## config.mk

```make
export PLATFORM = sky130hd
export DESIGN_NAME = console_font_glyph_expander_unit
export DESIGN_NICKNAME = d
export VERILOG_FILES = /design/src/hdl/psfx_pkg.sv /design/src/hdl/psfx_div.sv /design/src/hdl/psfx_front.sv /design/src/hdl/psfx_cmd_fifo.sv /design/src/hdl/psfx_back.sv /design/src/hdl/console_font_glyph_expander_unit.sv
export SDC_FILE = /design/constraint.sdc
export NUM_CORES = 1
export LEC_CHECK = 0
export BUFFER_PORTS_ARGS = -buffer_cell sky130_fd_sc_hd__clkbuf_2
export CORE_MARGIN = 2
export CORE_UTILIZATION = 45
export DETAILED_ROUTE_END_ITERATION = 16
export SLEW_MARGIN = 15
export SYNTH_ARGS = -nofsm -noshare
export SYNTH_HDL_FRONTEND = slang
export SYNTH_SLANG_ARGS = --single-unit
export TNS_END_PERCENT = 30
```

## constraint.sdc

```tcl
create_clock -name i_clk -period 5.8 [get_ports i_clk]
set_input_delay 0.29 -clock i_clk [delete_from_list [all_inputs] [get_ports i_clk]]
set_output_delay 0.29 -clock i_clk [all_outputs]
set_load 0.02 [all_outputs]
```

## src/hdl/psfx_pkg.sv

```systemverilog
// Shared types and constants for the console font glyph expander.
// Holds the parse phases, the command format passed from front to back, and header constants.
// No dependencies.
package psfx_pkg;

    // Parse phases of the front end.
    typedef enum logic [2:0] {
        PH_MAGIC,
        PH_MAGIC2,
        PH_V1HDR,
        PH_V2WORDS,
        PH_SKIP,
        PH_GLYPH,
        PH_BAD
    } t_phase;

    // Result kinds as they appear on the result port.
    typedef enum logic [1:0] {
        KIND_PIXEL     = 2'd0,
        KIND_HEADER    = 2'd1,
        KIND_BAD_MAGIC = 2'd2
    } t_kind;

    // One command from the front to the back: a glyph byte with its pixel count,
    // or a single header or error result.
    typedef struct packed {
        t_kind       kind;
        logic [7:0]  data;
        logic [3:0]  npix;
        logic [7:0]  width;
        logic [7:0]  height;
        logic [15:0] count;
    } t_cmd;

    // Magic bytes.
    localparam logic [7:0] PSF1_MAGIC0 = 8'h36;
    localparam logic [7:0] PSF1_MAGIC1 = 8'h04;
    localparam logic [7:0] PSF2_MAGIC0 = 8'h72;
    localparam logic [7:0] PSF2_MAGIC1 = 8'hB5;
    localparam logic [7:0] PSF2_MAGIC2 = 8'h4A;
    localparam logic [7:0] PSF2_MAGIC3 = 8'h86;

    // PSF1 header values.
    localparam int         MODE_512_BIT = 0;
    localparam logic [7:0] V1_WIDTH     = 8'd8;
    localparam logic [15:0] COUNT_512   = 16'd512;
    localparam logic [15:0] COUNT_256   = 16'd256;

    // PSF2 header layout.
    localparam logic [15:0] HBC_MAGIC_SECOND = 16'd2;
    localparam logic [15:0] HBC_WORDS_START  = 16'd4;
    localparam logic [15:0] V2_HDR_END       = 16'd32;
    localparam logic [2:0]  WORD_HDR_SIZE    = 3'd1;
    localparam logic [2:0]  WORD_COUNT       = 3'd3;
    localparam logic [2:0]  WORD_BPG         = 3'd4;
    localparam logic [2:0]  WORD_HEIGHT      = 3'd5;
    localparam logic [2:0]  WORD_WIDTH       = 3'd6;

    // Command queue.
    localparam int CMD_DEPTH = 4;
    localparam int CMD_PTR_W = $clog2(CMD_DEPTH);

    // Row divider: one quotient bit per cycle.
    localparam int DIV_STEPS = 16;
    localparam int DIV_CNT_W = $clog2(DIV_STEPS);

    // Configuration registers.
    localparam int          APB_ADDR_W  = 3;
    localparam logic        REG_FILL    = 1'b0;
    localparam logic        REG_CLEAR   = 1'b1;
    localparam logic [31:0] FILL_RESET  = 32'hFFFF_FFFF;
    localparam logic [31:0] CLEAR_RESET = 32'h0000_0000;

endpackage

```

## src/hdl/psfx_div.sv

```systemverilog
// Restoring divider that computes bytes per row as bytes per glyph over height.
// One quotient bit per cycle. Uses psfx_pkg.
module psfx_div
    import psfx_pkg::*;
(
    input  logic        i_clk,
    input  logic        i_rst_n,
    input  logic        i_start,
    input  logic [15:0] i_dividend,
    input  logic [7:0]  i_divisor,
    output logic        o_busy,
    output logic [15:0] o_quot
);

    logic                 r_busy;
    logic [DIV_CNT_W-1:0] r_cnt;
    logic [15:0]          r_quot;
    logic [7:0]           r_rem;
    logic [7:0]           r_div;

    logic [8:0]  shifted;
    logic [8:0]  diff;
    logic        take;

    assign shifted = {r_rem, r_quot[15]};
    assign diff    = shifted - {1'b0, r_div};
    assign take    = shifted >= {1'b0, r_div};

    always_ff @(posedge i_clk) begin
        if (!i_rst_n) begin
            r_busy <= 1'b0;
            r_cnt  <= '0;
        end else if (i_start) begin
            r_busy <= 1'b1;
            r_cnt  <= DIV_CNT_W'(DIV_STEPS - 1);
        end else if (r_busy) begin
            r_cnt <= r_cnt - 1'b1;
            if (r_cnt == '0) begin
                r_busy <= 1'b0;
            end
        end
    end

    always_ff @(posedge i_clk) begin
        if (i_start) begin
            r_quot <= i_dividend;
            r_rem  <= '0;
            r_div  <= i_divisor;
        end else if (r_busy) begin
            r_quot <= {r_quot[14:0], take};
            r_rem  <= take ? diff[7:0] : shifted[7:0];
        end
    end

    assign o_busy = r_busy;
    assign o_quot = r_quot;

endmodule

```

## src/hdl/psfx_front.sv

```systemverilog
// Front end: parses the font header byte by byte and turns each byte into at most one command.
// Tracks the glyph row position and hands the row division to psfx_div. Uses psfx_pkg.
module psfx_front
    import psfx_pkg::*;
(
    input  logic       i_clk,
    input  logic       i_rst_n,
    input  logic       i_accept,
    input  logic [7:0] i_data_byte,
    input  logic       i_start_of_file,
    output logic       o_wait,
    output logic       o_cmd_push,
    output t_cmd       o_cmd
);

    t_phase      r_phase, n_phase;
    logic [15:0] r_hbc, n_hbc;
    logic [31:0] r_word, n_word;
    logic [7:0]  r_mode, n_mode;
    logic [15:0] r_bpg, n_bpg;
    logic [7:0]  r_height, n_height;
    logic [7:0]  r_width, n_width;
    logic [15:0] r_count, n_count;
    logic [15:0] r_hlen, n_hlen;
    logic [7:0]  r_bpr, n_bpr;
    logic [7:0]  r_bir, n_bir;
    logic [15:0] r_big, n_big;
    logic        r_wait, n_wait;

    t_phase      e_phase;
    logic [15:0] e_hbc;
    logic [15:0] hbc_inc;
    logic [4:0]  pos;
    logic [31:0] word_or;
    logic        div_start;
    logic        div_busy;
    logic [15:0] div_quot;
    logic [10:0] col_start;
    logic [10:0] col_left;
    logic [7:0]  bir_inc;
    logic [15:0] big_inc;

    function automatic logic [15:0] sat16(input logic [31:0] v);
        sat16 = (|v[31:16]) ? 16'hFFFF : v[15:0];
    endfunction

    function automatic logic [7:0] sat8(input logic [31:0] v);
        sat8 = (|v[31:8]) ? 8'hFF : v[7:0];
    endfunction

    // A start-of-file byte sees the cleared parse state.
    assign e_phase   = i_start_of_file ? PH_MAGIC : r_phase;
    assign e_hbc     = i_start_of_file ? 16'd0 : r_hbc;
    assign hbc_inc   = e_hbc + 16'd1;
    assign pos       = r_hbc[4:0] - HBC_WORDS_START[4:0];
    assign word_or   = r_word | (32'(i_data_byte) << {pos[1:0], 3'b000});
    assign col_start = {r_bir, 3'b000};
    assign col_left  = {3'b000, r_width} - col_start;
    assign bir_inc   = r_bir + 8'd1;
    assign big_inc   = r_big + 16'd1;

    psfx_div u_div (
        .i_clk      (i_clk),
        .i_rst_n    (i_rst_n),
        .i_start    (div_start),
        .i_dividend (n_bpg),
        .i_divisor  (n_height),
        .o_busy     (div_busy),
        .o_quot     (div_quot)
    );

    // Next parse phase.
    always_comb begin
        n_phase = r_phase;
        if (i_accept) begin
            n_phase = e_phase;
            unique case (e_phase)
                PH_MAGIC: begin
                    if (e_hbc != 16'd0) begin
                        if (r_word[7:0] == PSF1_MAGIC0 && i_data_byte == PSF1_MAGIC1) begin
                            n_phase = PH_V1HDR;
                        end else if (r_word[7:0] == PSF2_MAGIC0 &&
                                     i_data_byte == PSF2_MAGIC1) begin
                            n_phase = PH_MAGIC2;
                        end else begin
                            n_phase = PH_BAD;
                        end
                    end
                end
                PH_MAGIC2: begin
                    if (r_hbc != HBC_MAGIC_SECOND) begin
                        if (r_word[7:0] == PSF2_MAGIC2 && i_data_byte == PSF2_MAGIC3) begin
                            n_phase = PH_V2WORDS;
                        end else begin
                            n_phase = PH_BAD;
                        end
                    end
                end
                PH_V1HDR: begin
                    if (r_hbc != HBC_MAGIC_SECOND) begin
                        n_phase = PH_GLYPH;
                    end
                end
                PH_V2WORDS: begin
                    if (hbc_inc >= V2_HDR_END) begin
                        n_phase = (r_hlen > V2_HDR_END) ? PH_SKIP : PH_GLYPH;
                    end
                end
                PH_SKIP: begin
                    if (hbc_inc >= r_hlen) begin
                        n_phase = PH_GLYPH;
                    end
                end
                PH_GLYPH: n_phase = PH_GLYPH;
                PH_BAD:   n_phase = PH_BAD;
                default:  n_phase = PH_MAGIC;
            endcase
        end
    end

    // Header fields, glyph position and the command for this byte.
    always_comb begin
        logic finish;
        n_hbc      = r_hbc;
        n_word     = r_word;
        n_mode     = r_mode;
        n_bpg      = r_bpg;
        n_height   = r_height;
        n_width    = r_width;
        n_count    = r_count;
        n_hlen     = r_hlen;
        n_bpr      = r_bpr;
        n_bir      = r_bir;
        n_big      = r_big;
        n_wait     = r_wait;
        finish     = 1'b0;
        div_start  = 1'b0;
        o_cmd_push = 1'b0;
        o_cmd      = '{kind: KIND_PIXEL, data: i_data_byte, npix: 4'd0,
                       width: 8'd0, height: 8'd0, count: 16'd0};

        // Pick up the row quotient once the divider is done.
        if (r_wait && !div_busy) begin
            n_wait = 1'b0;
            n_bpr  = (|div_quot[15:8]) ? 8'hFF : div_quot[7:0];
        end

        if (i_accept) begin
            n_hbc = e_hbc;
            unique case (e_phase)
                PH_MAGIC: begin
                    if (e_hbc == 16'd0) begin
                        n_word = 32'(i_data_byte);
                        n_hbc  = 16'd1;
                    end else begin
                        n_hbc = HBC_MAGIC_SECOND;
                        if (n_phase == PH_BAD) begin
                            o_cmd_push = 1'b1;
                            o_cmd.kind = KIND_BAD_MAGIC;
                        end
                    end
                end
                PH_MAGIC2: begin
                    if (r_hbc == HBC_MAGIC_SECOND) begin
                        n_word = 32'(i_data_byte);
                        n_hbc  = 16'd3;
                    end else begin
                        n_hbc  = HBC_WORDS_START;
                        n_word = 32'd0;
                        if (n_phase == PH_BAD) begin
                            o_cmd_push = 1'b1;
                            o_cmd.kind = KIND_BAD_MAGIC;
                        end
                    end
                end
                PH_V1HDR: begin
                    if (r_hbc == HBC_MAGIC_SECOND) begin
                        n_mode = i_data_byte;
                        n_hbc  = 16'd3;
                    end else begin
                        n_hbc    = HBC_WORDS_START;
                        n_bpg    = 16'(i_data_byte);
                        n_height = i_data_byte;
                        n_width  = V1_WIDTH;
                        n_count  = r_mode[MODE_512_BIT] ? COUNT_512 : COUNT_256;
                        finish   = 1'b1;
                    end
                end
                PH_V2WORDS: begin
                    n_word = word_or;
                    if (pos[1:0] == 2'd3) begin
                        n_word = 32'd0;
                        unique case (pos[4:2])
                            WORD_HDR_SIZE: n_hlen   = sat16(word_or);
                            WORD_COUNT:    n_count  = sat16(word_or);
                            WORD_BPG:      n_bpg    = sat16(word_or);
                            WORD_HEIGHT:   n_height = sat8(word_or);
                            WORD_WIDTH:    n_width  = sat8(word_or);
                            default:       n_word   = 32'd0;
                        endcase
                    end
                    n_hbc  = hbc_inc;
                    finish = hbc_inc >= V2_HDR_END;
                end
                PH_SKIP: begin
                    n_hbc = hbc_inc;
                end
                PH_GLYPH: begin
                    // Pixels of this byte: columns left before the glyph width, at most eight.
                    if ({3'b000, r_width} > col_start) begin
                        o_cmd.npix = (col_left >= 11'd8) ? 4'd8 : col_left[3:0];
                        o_cmd_push = 1'b1;
                    end
                    n_bir = (r_bpr == 8'd0 || bir_inc >= r_bpr) ? 8'd0 : bir_inc;
                    if (big_inc >= r_bpg) begin
                        n_big = 16'd0;
                        n_bir = 8'd0;
                    end else begin
                        n_big = big_inc;
                    end
                end
                PH_BAD: begin
                    n_hbc = r_hbc;
                end
                default: begin
                    n_hbc = r_hbc;
                end
            endcase

            if (finish) begin
                n_bir        = 8'd0;
                n_big        = 16'd0;
                o_cmd_push   = 1'b1;
                o_cmd.kind   = KIND_HEADER;
                o_cmd.width  = n_width;
                o_cmd.height = n_height;
                o_cmd.count  = n_count;
                if (n_height == 8'd0) begin
                    n_bpr = 8'd0;
                end else begin
                    div_start = 1'b1;
                    n_wait    = 1'b1;
                end
            end
        end
    end

    always_ff @(posedge i_clk) begin
        if (!i_rst_n) begin
            r_phase  <= PH_MAGIC;
            r_hbc    <= '0;
            r_word   <= '0;
            r_mode   <= '0;
            r_bpg    <= '0;
            r_height <= '0;
            r_width  <= '0;
            r_count  <= '0;
            r_hlen   <= '0;
            r_bpr    <= '0;
            r_bir    <= '0;
            r_big    <= '0;
            r_wait   <= 1'b0;
        end else begin
            r_phase  <= n_phase;
            r_hbc    <= n_hbc;
            r_word   <= n_word;
            r_mode   <= n_mode;
            r_bpg    <= n_bpg;
            r_height <= n_height;
            r_width  <= n_width;
            r_count  <= n_count;
            r_hlen   <= n_hlen;
            r_bpr    <= n_bpr;
            r_bir    <= n_bir;
            r_big    <= n_big;
            r_wait   <= n_wait;
        end
    end

    assign o_wait = r_wait;

endmodule

```

## src/hdl/psfx_cmd_fifo.sv

```systemverilog
// Short command queue between the front end and the pixel back end.
// Register array with read and write pointers and a fill count. Uses psfx_pkg.
module psfx_cmd_fifo
    import psfx_pkg::*;
(
    input  logic i_clk,
    input  logic i_rst_n,
    input  logic i_push,
    input  t_cmd i_cmd,
    input  logic i_pop,
    output logic o_full,
    output logic o_empty,
    output t_cmd o_head
);

    t_cmd                 r_mem [CMD_DEPTH];
    logic [CMD_PTR_W-1:0] r_wr_ptr;
    logic [CMD_PTR_W-1:0] r_rd_ptr;
    logic [CMD_PTR_W:0]   r_count;

    always_ff @(posedge i_clk) begin
        if (!i_rst_n) begin
            r_wr_ptr <= '0;
            r_rd_ptr <= '0;
            r_count  <= '0;
        end else begin
            if (i_push) begin
                r_wr_ptr <= r_wr_ptr + 1'b1;
            end
            if (i_pop) begin
                r_rd_ptr <= r_rd_ptr + 1'b1;
            end
            if (i_push && !i_pop) begin
                r_count <= r_count + 1'b1;
            end else if (i_pop && !i_push) begin
                r_count <= r_count - 1'b1;
            end
        end
    end

    always_ff @(posedge i_clk) begin
        if (i_push) begin
            r_mem[r_wr_ptr] <= i_cmd;
        end
    end

    assign o_full  = r_count == (CMD_PTR_W + 1)'(CMD_DEPTH);
    assign o_empty = r_count == '0;
    assign o_head  = r_mem[r_rd_ptr];

endmodule

```

## src/hdl/psfx_back.sv

```systemverilog
// Back end: walks the head command into the output register, one result per cycle while it is free.
// Glyph bytes yield their pixels MSB first; header and error commands yield one result. Uses psfx_pkg.
module psfx_back
    import psfx_pkg::*;
(
    input  logic        i_clk,
    input  logic        i_rst_n,
    input  t_cmd        i_head,
    input  logic        i_head_valid,
    output logic        o_head_pop,
    input  logic [31:0] i_fill,
    input  logic [31:0] i_clear,
    input  logic        i_out_pop,
    output logic        o_out_valid,
    output logic [1:0]  o_item_kind,
    output logic [31:0] o_pixel_value,
    output logic [7:0]  o_glyph_width,
    output logic [7:0]  o_glyph_height,
    output logic [15:0] o_glyph_count,
    output logic        o_last_of_run
);

    logic [2:0]  r_idx;
    logic        r_out_valid;
    logic [1:0]  r_kind;
    logic [31:0] r_pixel;
    logic [7:0]  r_width;
    logic [7:0]  r_height;
    logic [15:0] r_count;
    logic        r_last;

    logic advance;
    logic emit;
    logic head_last;
    logic is_pixel;

    assign advance   = !r_out_valid || i_out_pop;
    assign emit      = advance && i_head_valid;
    assign is_pixel  = i_head.kind == KIND_PIXEL;
    assign head_last = !is_pixel || ((4'(r_idx) + 4'd1) == i_head.npix);
    assign o_head_pop = emit && head_last;

    always_ff @(posedge i_clk) begin
        if (!i_rst_n) begin
            r_idx       <= '0;
            r_out_valid <= 1'b0;
        end else begin
            if (emit) begin
                r_idx       <= head_last ? 3'd0 : r_idx + 3'd1;
                r_out_valid <= 1'b1;
            end else if (i_out_pop) begin
                r_out_valid <= 1'b0;
            end
        end
    end

    always_ff @(posedge i_clk) begin
        if (emit) begin
            r_kind   <= i_head.kind;
            r_width  <= i_head.width;
            r_height <= i_head.height;
            r_count  <= i_head.count;
            r_last   <= head_last;
            if (is_pixel) begin
                r_pixel <= i_head.data[3'd7 - r_idx] ? i_fill : i_clear;
            end else begin
                r_pixel <= 32'd0;
            end
        end
    end

    assign o_out_valid    = r_out_valid;
    assign o_item_kind    = r_kind;
    assign o_pixel_value  = r_pixel;
    assign o_glyph_width  = r_width;
    assign o_glyph_height = r_height;
    assign o_glyph_count  = r_count;
    assign o_last_of_run  = r_last;

endmodule

```

## src/hdl/console_font_glyph_expander_unit.sv

```systemverilog
// Each result passes through the command queue and the back end's output register.
// The input takes one byte per cycle while headers parse and the queue has room; a glyph byte
// yields up to 8 pixel results, and a four-entry command queue absorbs the difference.
// After the last header byte the input stays full while the row divider runs.
// Reset (synchronous, active low) restores the magic check and the colour register defaults.
// Top level; instantiates psfx_front, psfx_cmd_fifo and psfx_back, and uses psfx_pkg.
module console_font_glyph_expander_unit
    import psfx_pkg::*;
#(
    parameter int PIXEL_BITS = 32
) (
    input  logic                  i_clk,
    input  logic                  i_rst_n,

    // Font byte stream, queue style.
    input  logic                  push,
    output logic                  full,
    input  logic [7:0]            i_data_byte,
    input  logic                  i_start_of_file,

    // Result stream, queue style.
    output logic                  empty,
    input  logic                  pop,
    output logic [1:0]            o_item_kind,
    output logic [31:0]           o_pixel_value,
    output logic [7:0]            o_glyph_width,
    output logic [7:0]            o_glyph_height,
    output logic [15:0]           o_glyph_count,
    output logic                  o_last_of_run,

    // Configuration port.
    input  logic                  psel,
    input  logic                  penable,
    input  logic                  pwrite,
    input  logic [APB_ADDR_W-1:0] paddr,
    input  logic [31:0]           pwdata,
    output logic [31:0]           prdata,
    output logic                  pready
);

    // Pixel values are cut down to the configured pixel depth.
    localparam logic [31:0] PixMask = (PIXEL_BITS >= 32) ? 32'hFFFF_FFFF :
                                      32'((64'd1 << PIXEL_BITS) - 64'd1);

    logic [31:0] r_fill_colour;
    logic [31:0] r_clear_colour;

    logic  cfg_write;
    logic  in_accept;
    logic  out_accept;
    logic  front_wait;
    logic  cmd_push;
    t_cmd  cmd;
    logic  fifo_full;
    logic  fifo_empty;
    logic  fifo_pop;
    t_cmd  fifo_head;
    logic  out_valid;

    // The configuration port never stalls. A write lands on the access cycle; the register is
    // chosen by the word address, so the two colours sit at byte addresses 0 and 4.
    assign pready    = 1'b1;
    assign cfg_write = psel && penable && pwrite && pready;

    always_ff @(posedge i_clk) begin
        if (!i_rst_n) begin
            r_fill_colour  <= FILL_RESET;
            r_clear_colour <= CLEAR_RESET;
        end else if (cfg_write) begin
            if (paddr[2] == REG_CLEAR) begin
                r_clear_colour <= pwdata;
            end else begin
                r_fill_colour <= pwdata;
            end
        end
    end

    assign prdata = (paddr[2] == REG_FILL) ? r_fill_colour : r_clear_colour;

    // A byte is taken only when the queue has room for the one command it can cause and the
    // front end is not waiting on the row divider.
    assign full       = front_wait || fifo_full;
    assign in_accept  = push && !full;
    assign out_accept = pop && !empty;

    // The front end checks the magic, decodes the header and classifies glyph bytes.
    psfx_front u_front (
        .i_clk           (i_clk),
        .i_rst_n         (i_rst_n),
        .i_accept        (in_accept),
        .i_data_byte     (i_data_byte),
        .i_start_of_file (i_start_of_file),
        .o_wait          (front_wait),
        .o_cmd_push      (cmd_push),
        .o_cmd           (cmd)
    );

    // Commands carry everything the back end needs, so a new header can be parsed while
    // pixels of the previous font are still being sent out.
    psfx_cmd_fifo u_cmd_fifo (
        .i_clk   (i_clk),
        .i_rst_n (i_rst_n),
        .i_push  (cmd_push),
        .i_cmd   (cmd),
        .i_pop   (fifo_pop),
        .o_full  (fifo_full),
        .o_empty (fifo_empty),
        .o_head  (fifo_head)
    );

    // The back end sends one result per cycle into its output register while that is free;
    // every transfer on the result side frees that register for the next result.
    psfx_back u_back (
        .i_clk          (i_clk),
        .i_rst_n        (i_rst_n),
        .i_head         (fifo_head),
        .i_head_valid   (!fifo_empty),
        .o_head_pop     (fifo_pop),
        .i_fill         (r_fill_colour & PixMask),
        .i_clear        (r_clear_colour & PixMask),
        .i_out_pop      (out_accept),
        .o_out_valid    (out_valid),
        .o_item_kind    (o_item_kind),
        .o_pixel_value  (o_pixel_value),
        .o_glyph_width  (o_glyph_width),
        .o_glyph_height (o_glyph_height),
        .o_glyph_count  (o_glyph_count),
        .o_last_of_run  (o_last_of_run)
    );

    assign empty = !out_valid;

endmodule

```

==> reports/results.tsv, run 1 <==
stage	metric	value	unit
outcome	outcome	complete, no violations	
route	routed wire length	61990	um
synth	post-synth top area share	0.3484	
route	Routed WL per cell	20.19	um
layout	area growth from synthesis to layout	15.05	%
clocking	Post-CTS Resized	0	
setup_path	R2R Setup Slk	980	ps
route	DRT Pass-1 Iters	6	
placement	worst slack, placed	996.7	ps
global_routing	GRT overflow	0	
layout	Reg area	0.01305	mm^2
sta	Fin Setup TNS	0	ps
setup_path	WP data required	6330	ps
setup_path	slowest stage delay, CP	650	ps
clocking	clock latency on the worst-skew pair	620	ps
pwr	total power	10.43	mW
setup_path	CP max FO	15	
die	# IOs	153	
clocking	Sink Count	514	
die	Die Y	233.5	um
synth	Synth Area per Inst	10.75	um^2
global_routing	vias in the first global route	17047	
route	Initial DRC Count	1523	
setup_path	critical path buffer and inverter count	4	
setup_path	crit path DAT	5350	ps
synth	post-synthesis sequential element count	514	
clocking	clock transition at the registers of the reported paths	60	ps
clocking	TritonCTS clock tree	yes	
global_routing	largest net degree at the start of global routing	75	
die	row cnt	84	
synth	post-synthesis sequential area ratio	0.5502	
synth	Gate Count Post-Synth	2205	
sta	fin crit period	4823	ps
route	Final ANT Viol Nets	0	
sta	RSZ-0062 raised after global routing	false	
synth	Synth area leaders	edfxtp_1 (35%), dfxtp_1 (20%), mux4_2 (4.6%)	
setup_path	Top delay family on crit path	simple AND/OR/NAND/NOR gates	
pwr	Peak VDD IR	0.2611	mV
synth	EDFF count, synth	275	
route	Residual DRC	0	
pwr	P per Cell Area	382.5	mW/mm^2
layout	Inserted Diodes	0	
sta	# setup viols final	0	
die	Die X	233.5	um
sta	Slew headroom	0.2670	
global_routing	initial antenna violation count	1	
setup_path	CP startpoint kind	flop	
layout	nets	2454	
route	Via Count	17685	
die	total core area	0.05234	mm^2
synth	Synth area leader	edfxtp_1	
placement	Final HPWL DP	41200	um
synth	Most used DFF post-synth	edfxtp_1	
sta	measured slew at the worst slew-check pin	1093	ps
global_routing	global-route wire length before repair	95890	um
sta	endpoints failing hold	0	
synth	Ys Warns	0	
setup_path	cell mode on critical path	inv_1	
sta	Worst Skew	25.09	ps
synth	Cell variety after synth	83	
synth	Synth async-reset ratio	0	
layout	FILL cells	4611	
setup_path	Critical-path top delay cell	dfxtp_1	
synth	Mapped Area	0.02370	mm^2
placement	# port buffers	149	
sta	final slew viol count	0	
setup_path	CP cell instances	nor2b_1 > ha_1 > inv_1 > nor4_1 > mux2_2 > nor4b_1 > o211ai_1 > o21ai_0 > o21a_1 > buf_4 > inv_1 > ha_1 > inv_1 > fa_1 > xor2_1 > or3_1 > a21oi_1	
sta	maximum clock frequency	0.2073	GHz
setup_path	CP endpoint kind	flop	
clocking	H-tree depth	2	
sta	Tcrit/Tclk final	0.8316	
clocking	CTS Buf Count	55	
global_routing	total track usage	0.2257	
layout	multi-input combinational cell area	0.009913	mm^2
placement	Final GP Congestion	0.8977	
die	initial core utilization	0.4529	
layout	layout cells sized above 1	0.1650	
sta	setup ws final	976.6	ps
pwr	leak pwr	9.960	nW
synth	Mapped Nets	2323	
clocking	CTS root buffer	clkbuf_16	
flow_run	Max Cap Viol	0	
route	vias per cell	5.761	
worst_hold_path	HP Class	input port to flop	
setup_path	Crit Path Class	flop to flop	
die	Die Area	0.05453	mm^2
clocking	CTS Buffer Depth	3	
power breakdown:
part,total [mW],leakage [nW],internal [mW],switching [mW]
combinational,2.41,4.58,0.858,1.56
sequential,4.47,4.48,4.28,0.181
clock,3.55,0.899,2.09,1.46
total,10.4,9.96,7.24,3.20
repair_timing:
item,4_1_cts,5_1_grt
hold buffers,33,0
hold endpoints to repair,65,0
setup buffers,0,0
registers in the layout, summed over array words and instances (netlist names), 4 cells and up, named ones only:
signal / flops
u_front.r_word: 32
u_cmd_fifo.r_mem: 184
u_front.r_bpr: 8
u_back.o_pixel_value: 32
u_front.r_width: 8
u_front.r_hbc: 16
r_clear_colour: 32
u_front.r_count: 16
u_front.u_div.r_rem: 8
u_front.u_div.o_quot: 16
u_back.o_glyph_height: 8
u_front.u_div.r_div: 8
u_front.r_big: 16
u_front.r_bpg: 16
u_front.r_height: 8
u_back.o_glyph_width: 8
u_front.u_div.r_cnt: 4
r_fill_colour: 32
u_front.r_bir: 8
u_front.r_hlen: 16
u_back.o_glyph_count: 16
metal layers:
metal / GRT usage / routed length, um / vias up
met5: 0 / 16 / -
met4: 0.07872 / 1951 / 2
met3: 0.04004 / 4271 / 122
met2: 0.3650 / 29200 / 582
met1: 0.3056 / 26550 / 8698
li1: - / - / 8281
worst reg2reg max path, delay by kind of cell, from the launching register on:
family | cells | cell delay [ps]
AO/OA/AOI/OAI | 4 | 1020
flip-flops | 1 | 650
multiplexers | 1 | 430
adder cells (fa/ha/maj) | 3 | 730
XOR/XNOR | 1 | 80
AND/OR/NAND/NOR | 4 | 1320
buffers and inverters | 4 | 520
cells by family after synthesis:
kind of cell,share of synthesized area
simple gates,0.1534
flops,0.5502
compound gates,0.1172
buf+inv,0.03589
mux,0.09053
fa+ha+maj,0.03674
xor+xnor,0.01589
other cells,0.0001582
layout by cell type, fill, tap and decap left out, drive strengths merged, types with 23 or more instances in the layout:
cell type    netlist  layout
and2              36      36
dlygate4sd3        0      33
nand2            229     229
a22oi             31      31
nor4              27      27
nor2             241     241
o21ai             70      70
mux2i             55      55
a21oi            170     170
ha                64      64
a211oi            43      43
and3              23      23
edfxtp           275     275
buf               16      28
clkbuf           120     222
xor2              23      23
nor2b             27      27
nand3             71      71
nor3              32      32
inv               84      86
dfxtp            239     239
mux2              44      44
mux4              48      48
cell type report:
cell class                 instances  share of cell area
clock inverter                    30             0.01225
inverter                          85             0.01188
clock buffer                      73             0.05519
timing repair buffer             210             0.04716
multi-input combinational       1470              0.3635
tap                              688             0.03157
sequential                       514              0.4784
Yosys cell counts (8+ instances only):
cell and instances:
mux4_2 48, clkbuf_1 119, buf_1 9, nor2b_1 27
and3_1 23, a21o_1 18, edfxtp_1 275, o21ai_0 68
nor4_1 26, ha_1 64, mux2i_1 55, or2_2 15
a21oi_1 169, nand4_1 15, nand3_1 71, xor2_1 23
and2_1 36, a31oi_1 13, nor3_1 31, nand2b_1 16
inv_1 83, o221ai_1 12, nand2_1 229, or4_1 8
dfxtp_1 239, mux2_2 39, o2bb2ai_1 9, nor2_1 241
xnor2_1 20, a22oi_1 31, o21a_1 8, or3_1 11
a211oi_1 43
worst paths after layout:
path / start / to / cells after the start
hold / removal: i_start_of_file / u_front.r_hbc[0]$_SDFFE_PN0P_ / 3
hold reg to reg: u_front.r_count[5]$_SDFFE_PN0P_ / u_front.r_count[5]$_SDFFE_PN0P_ / 2
setup / recovery: u_front.r_hbc[1]$_SDFFE_PN0P_ / u_cmd_fifo.r_count[2]$_SDFFE_PN0P_ / 17
setup reg to reg: u_front.r_hbc[1]$_SDFFE_PN0P_ / u_cmd_fifo.r_count[2]$_SDFFE_PN0P_ / 17
per-stage QoR:
stage | utilization | instance area (um^2) | hold slack (ps) | std cells
after global routing | 0.5210 | 27270 | 116.9 | 3070
after CTS | 0.5210 | 27270 | 85.36 | 3070
after global placement | 0.4796 | 25100 | 441.3 | 2934
final | 0.5210 | 27270 | 124.2 | 3070
after floorplan | - | 23700 | 388.9 | 2205
after detailed placement | 0.4796 | 25100 | 449.3 | 2934
Note: power is estimated with default switching activity, not from simulation.
==> run 2, diff against run 1 <==
Clock period 5.8 ns to 4.23 ns, I/O delays scaled along.
==> reports/results.tsv, run 2 (synthesis gave the netlist of run 1 again) <==
stage	metric	value	unit	change
sta	Worst Skew	14.46	ps	was 25.09 ps
sta	Slew headroom	0.2698		was 0.2670
route	vias per cell	5.734		was 5.761
placement	Final GP Congestion	0.8892		was 0.8977
die	Die Area	0.05453	mm^2	unchanged
setup_path	worst r2r src	u_front.r_big[0]$_SDFFE_PN0P_		was u_front.r_hbc[1]$_SDFFE_PN0P_
clocking	H-tree depth	2		unchanged
layout	layout cells sized above 1	0.1890		was 0.1650
die	row cnt	84		unchanged
route	routed wire length	62910	um	was 61,990 um
pwr	P per Cell Area	527.1	mW/mm^2	was 382.5 mW/mm^2
flow_run	Max Cap Viol	0		unchanged
sta	measured slew at the worst slew-check pin	1095	ps	was 1093 ps
clocking	clock latency on the worst-skew pair	620	ps	about the same
placement	# port buffers	149		unchanged
setup_path	cell mode on critical path	and3_1		was inv_1
global_routing	initial antenna violation count	0		was 1
setup_path	Critical-path top delay cell	nor3_4		was dfxtp_1
clocking	clock transition at the registers of the reported paths	60	ps	about the same
clocking	CTS Buffer Depth	3		unchanged
die	Die Y	233.5	um	unchanged
setup_path	Top delay family on crit path	simple AND/OR/NAND/NOR gates		unchanged
setup_path	R2R cell count	17		unchanged
pwr	leak pwr	10.38	nW	was 9.960 nW
sta	final slew viol count	0		unchanged
setup_path	CP cell instances	ha_1 > and3_1 > and3_1 > and3_1 > and3_1 > nand3_1 > and2_1 > or2_2 > ha_1 > a21o_1 > a21o_1 > a21oi_1 > o21ai_0 > nor3_4 > buf_4 > a21oi_1 > a211oi_1		was nor2b_1 > ha_1 > inv_1 > nor4_1 > mux2_2 > nor4b_1 > o211ai_1 > o21ai_0 > o21a_1 > buf_4 > inv_1 > ha_1 > inv_1 > fa_1 > xor2_1 > or3_1 > a21oi_1
layout	commonest non-fill, non-tap cell in the layout	edfxtp_1		unchanged
layout	Biggest register	u_cmd_fifo.r_mem		unchanged
global_routing	global-route wire length before repair	96380	um	was 95,890 um
global_routing	total track usage	0.2267		was 0.2257
die	initial core utilization	0.4529		unchanged
setup_path	CP endpoint kind	flop		unchanged
layout	Reg area	0.01305	mm^2	unchanged
setup_path	R2R Setup Slk	260	ps	was 980 ps
outcome	outcome	complete, no violations		unchanged
setup_path	CP max FO	15		unchanged
layout	Inserted Diodes	0		unchanged
layout	number of flip-flops in the largest register	184		unchanged
pwr	Peak VDD IR	0.3550	mV	was 0.2611 mV
sta	Tcrit/Tclk final	0.9382		was 0.8316
worst_hold_path	hold_sp	i_data_byte[0]		was i_start_of_file
layout	FILL cells	4557		was 4,611
setup_path	CP Depth	17		unchanged
route	Residual DRC	0		unchanged
sta	# setup viols final	0		unchanged
setup_path	slowest stage delay, CP	400	ps	was 650 ps
setup_path	Crit Path Class	flop to flop		unchanged
route	DRT Pass-1 Iters	5		was 6
clocking	CTS Buf Count	55		unchanged
sta	endpoints failing hold	0		unchanged
die	Die X	233.5	um	unchanged
setup_path	critical path buffer and inverter count	1		was 4
layout	highest-count cells in the layout ignoring fill and taps	edfxtp_1 (275), nor2_1 (239), dfxtp_1 (237), nand2_1 (229), a21oi_1 (167)		was edfxtp_1 (275), nor2_1 (239), dfxtp_1 (237), nand2_1 (229), a21oi_1 (168)
route	Via Count	17966		was 17,685
layout	nets	2516		was 2,454
placement	Final HPWL DP	42610	um	was 41,200 um
route	Routed WL per cell	20.08	um	was 20.19 um
global_routing	vias in the first global route	17252		was 17,047
clocking	CTS root buffer	clkbuf_16		unchanged
sta	maximum clock frequency	0.2520	GHz	was 0.2073 GHz
clocking	TritonCTS clock tree	yes		unchanged
setup_path	WP data required	4750	ps	was 6330 ps
die	# IOs	153		unchanged
worst_hold_path	Worst Hold Depth	2		was 3
clocking	post-CTS setup buffer count	0		unchanged
layout	area growth from synthesis to layout	17.66	%	was 15.05%
layout	multi-input combinational cell area	0.009923	mm^2	was 0.009913 mm^2
route	Initial DRC Count	1299		was 1,523
clocking	Sink Count	514		unchanged
setup_path	Crit Reg-Reg Endpoint	u_front.r_big[3]$_SDFFE_PN0P_		was u_cmd_fifo.r_count[2]$_SDFFE_PN0P_
die	total core area	0.05234	mm^2	unchanged
setup_path	CP startpoint kind	flop		unchanged
layout	final instance area	0.02789	mm^2	was 0.02727 mm^2
global_routing	largest net degree at the start of global routing	90		was 75
worst_hold_path	Hold EP	u_cmd_fifo.r_mem[1][36]$_DFFE_PP_		was u_front.r_hbc[0]$_SDFFE_PN0P_
global_routing	GRT overflow	0		unchanged
sta	Fin Setup TNS	0	ps	unchanged
sta	fin crit period	3969	ps	was 4823 ps
sta	RSZ-0062 raised after global routing	false		unchanged
route	Final ANT Viol Nets	0		unchanged
worst_hold_path	HP Class	input port to flop		unchanged
setup_path	crit path DAT	4490	ps	was 5350 ps
placement	Placed Area	0.02561	mm^2	was 0.02510 mm^2
[run 2: cell types whose count changed in the layout (fill, tap and decap cells not counted), moves of 2 or more]
cell	before	now
clkbuf_1	13	8
buf_4	28	84
a211oi_1	40	42
clkinvlp_4	1	3
buf_12	0	5
a211oi_2	3	1
clkinv_4	1	3
nor3_1	30	28
[run 2: final cells by class]
class	instances	share of cell area
Tap cell	688	0.03086
Timing Repair Buffer	272	0.06514
Multi-Input combinational cell	1470	0.3558
Inverter	85	0.01162
Clock inverter	34	0.01409
Sequential cell	514	0.4678
Clock buffer	70	0.05469
[run 2: metal layers]
layer / up-vias / track usage / share of wire
met5: - / 0 / 0
met3: 133 / 0.04443 / 0.064
met1: 8830 / 0.3011 / 0.43
met4: 0 / 0.08010 / 0.033
met2: 582 / 0.3702 / 0.47
li1: 8421 / - / -
[run 2: worst register-to-register path, stage by stage (launching register included)]
cell and delay, ps:
dfxtp_1 340, ha_1 240, and3_1 260, and3_1 220
and3_1 200, and3_1 180, nand3_1 100, and2_1 180
or2_2 290, ha_1 180, a21o_1 170, a21o_1 170
a21oi_1 150, o21ai_0 200, nor3_4 400, buf_4 280
a21oi_1 90, a211oi_1 230
[run 2: power breakdown]
part,switching (mW),internal [mW]
Combinational,2.21,1.32
Sequential,0.235,5.88
Clock,2.06,2.99
Total,4.51,10.2
[run 2: worst max-delay path by stage]
stage | startpoint | to | slack (ps)
2_1_floorplan | i_start_of_file | u_cmd_fifo.r_mem[1][0]$_DFFE_PP_ | -30
3_3_place_gp | u_front.r_big[0]$_SDFFE_PN0P_ | u_front.r_big[4]$_SDFFE_PN0P_ | 190
3_5_place_dp | u_front.r_big[0]$_SDFFE_PN0P_ | u_front.r_big[4]$_SDFFE_PN0P_ | 140
4_1_cts | u_front.r_big[0]$_SDFFE_PN0P_ | u_front.r_big[4]$_SDFFE_PN0P_ | 100
5_1_grt | u_front.r_big[0]$_SDFFE_PN0P_ | u_front.r_big[3]$_SDFFE_PN0P_ | 30
6_report | u_front.r_big[0]$_SDFFE_PN0P_ | u_front.r_big[3]$_SDFFE_PN0P_ | 260
[run 2: per-stage QoR]
step / power, mW / utilization / worst slack (ps) / hold slack [ps] / cells
after global placement: 9.685 / 0.4893 / 191.6 / 438.6 / 2995
after floorplan: 8.533 / - / -29.36 / 310.4 / 2205
after global routing: 15.34 / 0.5329 / 25.08 / 35.47 / 3133
after CTS: 14.82 / 0.5325 / 102.4 / 22.94 / 3133
after detailed placement: 9.741 / 0.4893 / 141.6 / 445.3 / 2995
final: 14.70 / 0.5329 / 261.3 / 56.18 / 3133
[run 2: repair_timing]
| item | CTS | global route |
|---|---|---|
| endpoints found under the hold margin | 70 | 0 |
| endpoints found under the setup margin | 0 | 24 |
| resized for setup | 0 | 4 |
| hold buffers | 34 | 0 |
